$ cat config.mk
export PLATFORM = sky130hd
export DESIGN_NAME = mmq_front
export DESIGN_NICKNAME = d
export VERILOG_FILES = /design/src/rtl/mmq_pkg.sv /design/src/rtl/mmq_front.sv
export SDC_FILE = /design/constraint.sdc
export NUM_CORES = 1
export LEC_CHECK = 0
export BUFFER_PORTS_ARGS = -buffer_cell sky130_fd_sc_hd__buf_2
export CORE_ASPECT_RATIO = 1.5
export CORE_MARGIN = 2
export CORE_UTILIZATION = 57
export DETAILED_ROUTE_END_ITERATION = 10
export PLACE_DENSITY = 0.9
export SLEW_MARGIN = 15
export SYNTH_ARGS = -nofsm -noshare
export SYNTH_HDL_FRONTEND = slang
export SYNTH_SLANG_ARGS = --single-unit
$ cat constraint.sdc
create_clock -name clock -period 6.74 [get_ports clock]
set_input_delay 0.337 -clock clock [delete_from_list [all_inputs] [get_ports clock]]
set_output_delay 0.337 -clock clock [all_outputs]
set_load 0.05 [all_outputs]
$ cat src/rtl/mmq_pkg.sv
// Package for the mailbox message queue: sizes, command and status codes,
// and the item type passed from the front end to the back end.
// No dependencies.
package mmq_pkg;

   localparam int NUM_QUEUES      = 10;
   localparam int SLOTS_PER_QUEUE = 16;
   localparam int MESSAGE_BYTES   = 8;

   localparam int CMD_W     = 3;
   localparam int QID_W     = 4;
   localparam int PAYLOAD_W = 64;
   localparam int STATUS_W  = 3;
   localparam int TDATA_W   = 80;

   localparam int QIDX_W  = $clog2(NUM_QUEUES);
   localparam int QCMP_W  = QID_W + 1;
   localparam int PTR_W   = (SLOTS_PER_QUEUE > 1) ? $clog2(SLOTS_PER_QUEUE) : 1;
   localparam int CNT_W   = $clog2(SLOTS_PER_QUEUE + 1);
   localparam int SUM_W   = CNT_W + 1;
   localparam int RAM_DEPTH = NUM_QUEUES * SLOTS_PER_QUEUE;
   localparam int ADDR_W  = $clog2(RAM_DEPTH);
   localparam int SLOT_W  = QID_W + PAYLOAD_W;

   localparam int FIFO_DEPTH = 2;
   localparam int FIFO_IDX_W = 1;
   localparam int FIFO_CNT_W = 2;

   localparam logic [CMD_W-1:0] CMD_ENQUEUE = 3'd0;
   localparam logic [CMD_W-1:0] CMD_DEQUEUE = 3'd1;
   localparam logic [CMD_W-1:0] CMD_HAS_MSG = 3'd2;
   localparam logic [CMD_W-1:0] CMD_INIT    = 3'd3;
   localparam logic [CMD_W-1:0] CMD_DEINIT  = 3'd4;

   typedef enum logic [2:0] {
      OP_ENQUEUE,
      OP_DEQUEUE,
      OP_HAS_MSG,
      OP_INIT,
      OP_DEINIT,
      OP_NOP
   } op_type;

   typedef enum logic [STATUS_W-1:0] {
      ST_OK      = 3'd0,
      ST_NO_DEST = 3'd1,
      ST_NO_SRC  = 3'd2,
      ST_FULL    = 3'd3,
      ST_EMPTY   = 3'd4
   } status_type;

   typedef enum logic {
      BK_IDLE,
      BK_READ
   } back_state_type;

   typedef struct packed {
      op_type                 op;
      logic                   dst_ok;
      logic                   src_ok;
      logic [QID_W-1:0]       queue_id;
      logic [QID_W-1:0]       source_id;
      logic [PAYLOAD_W-1:0]   payload;
   } item_type;

endpackage

$ cat src/rtl/mmq_front.sv
// Front end: accepts request items, decodes the command, checks queue ids,
// trims the payload and holds the result in a two-entry queue. Uses mmq_pkg.
module mmq_front (
   input  logic                        clock,
   input  logic                        reset,
   input  logic                        req_valid,
   output logic                        req_ready,
   input  logic [mmq_pkg::CMD_W-1:0]   req_command,
   input  logic [mmq_pkg::QID_W-1:0]   req_queue_id,
   input  logic [mmq_pkg::QID_W-1:0]   req_source_id,
   input  logic [mmq_pkg::PAYLOAD_W-1:0] req_payload,
   output logic                        item_valid,
   input  logic                        item_ready,
   output mmq_pkg::item_type           item
);

   mmq_pkg::item_type               slot_ff [mmq_pkg::FIFO_DEPTH];
   logic [mmq_pkg::FIFO_IDX_W-1:0]  wr_ptr_ff, wr_ptr_in;
   logic [mmq_pkg::FIFO_IDX_W-1:0]  rd_ptr_ff, rd_ptr_in;
   logic [mmq_pkg::FIFO_CNT_W-1:0]  count_ff, count_in;
   mmq_pkg::item_type               decoded;
   logic                            push, pop;

   function automatic logic [mmq_pkg::PAYLOAD_W-1:0] trim_payload(
      input logic [mmq_pkg::PAYLOAD_W-1:0] raw
   );
      logic [mmq_pkg::PAYLOAD_W-1:0] res;
      logic                          keep;
      res  = '0;
      keep = 1'b1;
      for (int i = 0; i < mmq_pkg::PAYLOAD_W / 8; i++) begin
         if (i >= mmq_pkg::MESSAGE_BYTES || raw[i*8 +: 8] == 8'd0) begin
            keep = 1'b0;
         end
         if (keep) begin
            res[i*8 +: 8] = raw[i*8 +: 8];
         end
      end
      return res;
   endfunction

   always_comb begin
      case (req_command)
         mmq_pkg::CMD_ENQUEUE: decoded.op = mmq_pkg::OP_ENQUEUE;
         mmq_pkg::CMD_DEQUEUE: decoded.op = mmq_pkg::OP_DEQUEUE;
         mmq_pkg::CMD_HAS_MSG: decoded.op = mmq_pkg::OP_HAS_MSG;
         mmq_pkg::CMD_INIT:    decoded.op = mmq_pkg::OP_INIT;
         mmq_pkg::CMD_DEINIT:  decoded.op = mmq_pkg::OP_DEINIT;
         default:              decoded.op = mmq_pkg::OP_NOP;
      endcase
      decoded.dst_ok    = {1'b0, req_queue_id}  < mmq_pkg::QCMP_W'(mmq_pkg::NUM_QUEUES);
      decoded.src_ok    = {1'b0, req_source_id} < mmq_pkg::QCMP_W'(mmq_pkg::NUM_QUEUES);
      decoded.queue_id  = req_queue_id;
      decoded.source_id = req_source_id;
      decoded.payload   = trim_payload(req_payload);
   end

   assign req_ready  = count_ff != mmq_pkg::FIFO_CNT_W'(mmq_pkg::FIFO_DEPTH);
   assign item_valid = count_ff != '0;
   assign item       = slot_ff[rd_ptr_ff];
   assign push       = req_valid && req_ready;
   assign pop        = item_valid && item_ready;

   always_comb begin
      wr_ptr_in = push ? wr_ptr_ff + 1'b1 : wr_ptr_ff;
      rd_ptr_in = pop ? rd_ptr_ff + 1'b1 : rd_ptr_ff;
      count_in  = count_ff;
      if (push && !pop) begin
         count_in = count_ff + 1'b1;
      end else if (pop && !push) begin
         count_in = count_ff - 1'b1;
      end
   end

   always_ff @(posedge clock) begin
      if (reset) begin
         wr_ptr_ff <= '0;
         rd_ptr_ff <= '0;
         count_ff  <= '0;
      end else begin
         wr_ptr_ff <= wr_ptr_in;
         rd_ptr_ff <= rd_ptr_in;
         count_ff  <= count_in;
      end
   end

   always_ff @(posedge clock) begin
      if (push) begin
         slot_ff[wr_ptr_ff] <= decoded;
      end
   end

endmodule

==> results.md, run 1 <==
* Total GRT Usage at 21.11%
* Clock Sinks at 159
* Minimum clock period at 2.481 ns
* Via density per instance at 5.445
* IO Port Bufs at 157
* Fin cells at 694
* Worst IR Drop VDD at 0.2404 mV
* Worst-skew pair later-pin latency at 0.41 ns
* Type of the most critical hold path: in2reg
* Endpoints failing setup at 0
* Yosys warnings at 0
* Synth top area cells: edfxtp_1 (72%), mux2_2 (8.3%), mux2_1 (5.3%), and2_1 (2.4%), and3_1 (1.7%)
* Deepest clock path buffer count at 2
* RSZ-0062 raised after global routing: false
* Root Driver: clkbuf_16
* Pwr Density at 429.0 nW/um^2
* Sum of negative setup slack at 0 ns
* Critical path cell sequence: mux2_2 > buf_2
* Gate Count Post-Synth at 380
* Initial Util at 58.29%
* Setup bufs post-CTS at 0
* Worst setup SP type: flip-flop
* Critical path class: reg2out
* Clock skew at 0.006666 ns
* Final Hold Viols at 0
* Seq/Total Area, Yosys at 73.71%
* FFs w/ async S/R, synth at 0%
* Top Ports at 158
* DR vias at 3779
* Vias in the first global route at 3996
* Remaining DRCs at 0
* Post-Syn Area at 6410 um^2
* Max_cap viols at 0
* Initial DRC Count at 268
* Largest net degree at the start of global routing at 78
* Final nets at 614
* First-pass GRT wire length at 19550 um
* DRT antenna net count at 0
* Fmax at 0.4030 GHz
* TritonCTS Buffers at 17
* Synth top cells by count: edfxtp_1 (154), mux2_2 (47), mux2_1 (30)
* Post-CTS Hold Buffers at 0
* Max incr delay on CP at 1.00 ns
* Die area at 12130 um^2
* Die height at 133.9 um
* Worst-Margin Slew at 1.057 ns
* Ys flop type: edfxtp_1
* Drt wl/cell at 18.03 um
* Syn Area/Cell at 16.87 um^2
* Critical-path maximum fanout at 77
* Worst Setup End Kind: primary output
* Final HPWL DP at 8440 um
* Post-synth EDFFs at 154
* Initial antenna violation count at 1
* Core area at 11000 um^2
* Post-synthesis cell type count at 28
* Area share of the largest cell type after synthesis at 72.15%
* CTS clock-pin slew for the worst setup and hold paths at 0.06 ns
* Critical Path Slowest Stage Cell: dfxtp_4
* Total gr overflow at 0
* Post-Route WL at 12520 um
* Gpl congestion at 0.7431
* Count leader, synth: edfxtp_1
* Max-slew violations at 0
* Row cnt at 47
* Period utilisation layout at 36.82%
* TritonCTS clock tree: done
* Critical Path RT at 6.40 ns
* Slew headroom at 29.53%
* Biggest area consumer among synthesized cells: edfxtp_1
* CTS resizes at 0
* Depth of the CTS H-tree at 4
* Synthesis-to-finish area growth at 22.35%
* Outcome: finished clean
* Hold Path Cell Cnt at 1
* R2R cell count at 4
* Total Power at 3364 uW
* Syn nets at 460
* Critical Path AT at 2.14 ns
* Die width at 90.59 um
* Placed cell count at 662
* Leakage at 0.002984 uW
* Pre-Repair DR Iteration Count at 4
* FF+latch count, synth at 159
* Layout cells sized above 1 at 44.51%
## state kept, by name, indices dropped and copies added, names as in the netlist, named ones only
register / cells
slot_ff: 154
wr_ptr_ff: 1
rd_ptr_ff: 1
count_ff: 2
## per-layer routing
layer  GRT usage, %  routed length [um]  vias up
li1               -                   -     1762
met1          22.33                4465     1823
met2          38.35                6990      157
met3          4.326                 557       37
met4          12.82                 502        0
met5              0                   0        -
## power breakdown
| group | internal [uW] | leakage, uW | switching, uW | total (uW) |
|---|---|---|---|---|
| Clock | 511 | 0.000259 | 376 | 887 |
| Combinational | 296 | 0.00124 | 809 | 1100 |
| Sequential | 1270 | 0.00148 | 101 | 1370 |
| Total | 2080 | 0.00298 | 1290 | 3360 |
## through the flow
step	hold WS [ns]	setup WS, ns	instance area [um^2]	utilization [%]
after floorplan	0.4061	1.964	6410	-
after global placement	0.4748	4.672	7284	66.24
after detailed placement	0.4994	4.599	7284	66.24
after CTS	0.09915	4.235	7840	71.29
after global routing	0.1012	4.141	7843	71.32
final	0.1166	4.259	7843	71.32
## logic make-up after synthesis
| kind of cell | after synthesis | share of synthesized area [%] |
|---|---|---|
| DFF | 159 | 73.71 |
| adders and majority gates | 1 | 0.1952 |
| buffers and inverters | 32 | 2.381 |
| AOI/OAI and AO/OA | 5 | 0.4293 |
| muxes | 77 | 13.53 |
| xor gates and xnor gates | 4 | 0.5465 |
| and+or+nand+nor | 102 | 9.214 |
## path summary, 6_finish.rpt
path                     to  slack (ns)             from
max                item[15]        4.26        flip-flop
min reg2reg     count_ff[1]        0.51      count_ff[1]
min          slot_ff[1][68]        0.12  req_queue_id[0]
max reg2reg  slot_ff[0][44]        4.73      count_ff[0]
## critical path: cells and delay by family (launching register included)
| family | cells | cell delay (ns) |
|---|---|---|
| flip-flops | 1 | 1.00 |
| multiplexers | 1 | 0.43 |
| buffers and inverters | 1 | 0.21 |
## cells in the final DEF (no fill, tap or decap), types with 3 or more instances in the layout
cell	netlist	final
mux2_2	47	47
xor2_1	4	4
dfxtp_1	5	4
inv_6	0	6
clkbuf_16	0	17
nand2_1	8	8
and2_1	25	25
nor2_1	13	12
clkinvlp_4	0	5
mux2_1	30	30
nor4_1	12	12
nand4_1	9	9
edfxtp_1	154	154
buf_2	8	157
nor3_1	8	8
and3_1	17	16
inv_1	9	9
o21ai_0	3	3
## area by class of cell
class	count	area, um^2
repair buffers	158	793.3
clock inverters	14	130.1
clock buffers	17	425.4
inverters	9	33.78
multi-input cells	189	1545
well taps	147	183.9
flip-flops and latches	159	4728
fillers	743	3154
diodes	1	2.502
Note: power is estimated with default switching activity, not from simulation.
==> run 2: changes to the inputs <==
- CORE_UTILIZATION: 57 -> 53
- PLACE_DENSITY: 0.9 -> 0.84
- clock period: 6.74 -> 2.3 ns (I/O delays scaled with it)
==> results.md, run 2 (synthesis results as in run 1) <==
* Outcome: finished clean
* Worst Setup End Kind: primary output
* Die width at 93.79 um
* Row cnt at 49
* Most common cell after layout, fill and taps aside: buf_2
* Final HPWL DP at 8889 um
* Synthesis-to-finish area growth at 27.11%
* Layout cells sized above 1 at 44.15%
* Pre-Repair DR Iteration Count at 4
* Type of the most critical hold path: in2reg
* Pwr Density at 1218 nW/um^2
* Final Hold Viols at 0
* Most flops, register: slot_ff
* Leakage at 0.003117 uW
* Clock skew at 0.006877 ns
* Clock Sinks at 159
* DRT antenna net count at 0
* Slew headroom at 69.83%
* Root Driver: clkbuf_16
* Post-Route WL at 12790 um
* DR vias at 3830
* Critical Path AT at 1.88 ns
* CTS clock-pin slew for the worst setup and hold paths at 0.06 ns
* Drt wl/cell at 17.55 um
* CTS resizes at 0
* Core area at 11890 um^2
* TritonCTS clock tree: done
* Filler Cell Count at 822
* Top flop regs: slot_ff x154, count_ff x2
* Post-route cell area at 8148 um^2
* Total GRT Usage at 20.10%
* Period utilisation layout at 86.80%
* Depth of the CTS H-tree at 4
* Pre-CTS setup slack at 0.5933 ns
* Fmax at 0.5009 GHz
* Endpoints failing setup at 0
* Vias in the first global route at 4166
* Max reg flops at 154
* Max-slew violations at 0
* Remaining DRCs at 0
* Gpl congestion at 0.7738
* Worst-skew pair later-pin latency at 0.41 ns
* FF/Latch Area at 4728 um^2
* Top Ports at 158
* TritonCTS Buffers at 17
* Via density per instance at 5.254
* First-pass GRT wire length at 19700 um
* Fin cells at 729
* Initial Util at 53.89%
* Setup bufs post-CTS at 0
* Post-CTS Hold Buffers at 19
* Sum of negative setup slack at 0 ns
* IO Port Bufs at 157
* Initial antenna violation count at 3
* DP Area at 7397 um^2
* Most frequent cells in the layout: buf_2 (157), edfxtp_1 (154), mux2_2 (47)
* Final worst slack at 0.3037 ns
* Die height at 138.7 um
* Worst IR Drop VDD at 0.7068 mV
* Critical Path RT at 2.18 ns
* Largest net degree at the start of global routing at 78
* Worst setup SP type: flip-flop
* RSZ-0062 raised after global routing: false
* Critical-path maximum fanout at 18
* Worst-Margin Slew at 0.4526 ns
* Final nets at 640
* Minimum clock period at 1.996 ns
* Max_cap viols at 0
* Multi-input gate area at 1560 um^2
* Final Util at 68.50%
* Die area at 13010 um^2
* Critical path class: reg2out
* Initial DRC Count at 166
* Deepest clock path buffer count at 2
* Placed cell count at 675
* Total gr overflow at 0
run 2: final timing paths:
kind	start	end	slack [ns]	cells past startpoint
worst min register to register	rd_ptr_ff	rd_ptr_ff	0.51	2
worst max register to register	count_ff[0]	slot_ff[1][0]	0.65	3
worst max-delay path	flip-flop	item[65]	0.30	3
worst min-delay path	req_payload[27]	slot_ff[0][27]	0.03	2
run 2: final cells by class:
type                    instances  share of cell area [%]
flip-flops and latches        159                   58.03
multi-input cells             189                   19.15
repair buffers                184                   13.18
clock buffers                  17                   5.221
well taps                     153                   2.350
clock inverters                15                   1.566
inverters                       9                  0.4146
diodes                          3                 0.09214
run 2: worst max-delay path, stage by stage (launching register included):
cell and delay (ns):
dfxtp_4 0.52, buf_4 0.33, mux2_1 0.39, buf_2 0.23
run 2: layer usage:
metal  global-route usage, %  vias to the layer above  wire (um)  share of wire (%)
li1                        -                     1817          -                  -
met5                       0                        -          0                  0
met3                   5.761                       31        613                4.8
met4                   9.535                        0        455                3.6
met1                   19.27                     1848       4420                 35
met2                   37.93                      134       7304                 57
run 2: per-stage QoR:
stage | hold WS [ns] | total power [uW]
floorplan | 0.1841 | 6590
global placement | 0.3067 | 7355
detailed placement | 0.3105 | 7429
CTS | 0.007034 | 10010
global route | 0.01917 | 10300
finish | 0.02536 | 9927
run 2: where the power goes:
| part | total, uW | switching, uW | internal [uW] |
|---|---|---|---|
| Clock | 2560 | 1140 | 1410 |
| Combinational | 3500 | 2530 | 962 |
| Sequential | 3880 | 162 | 3710 |
| Total | 9930 | 3840 | 6090 |
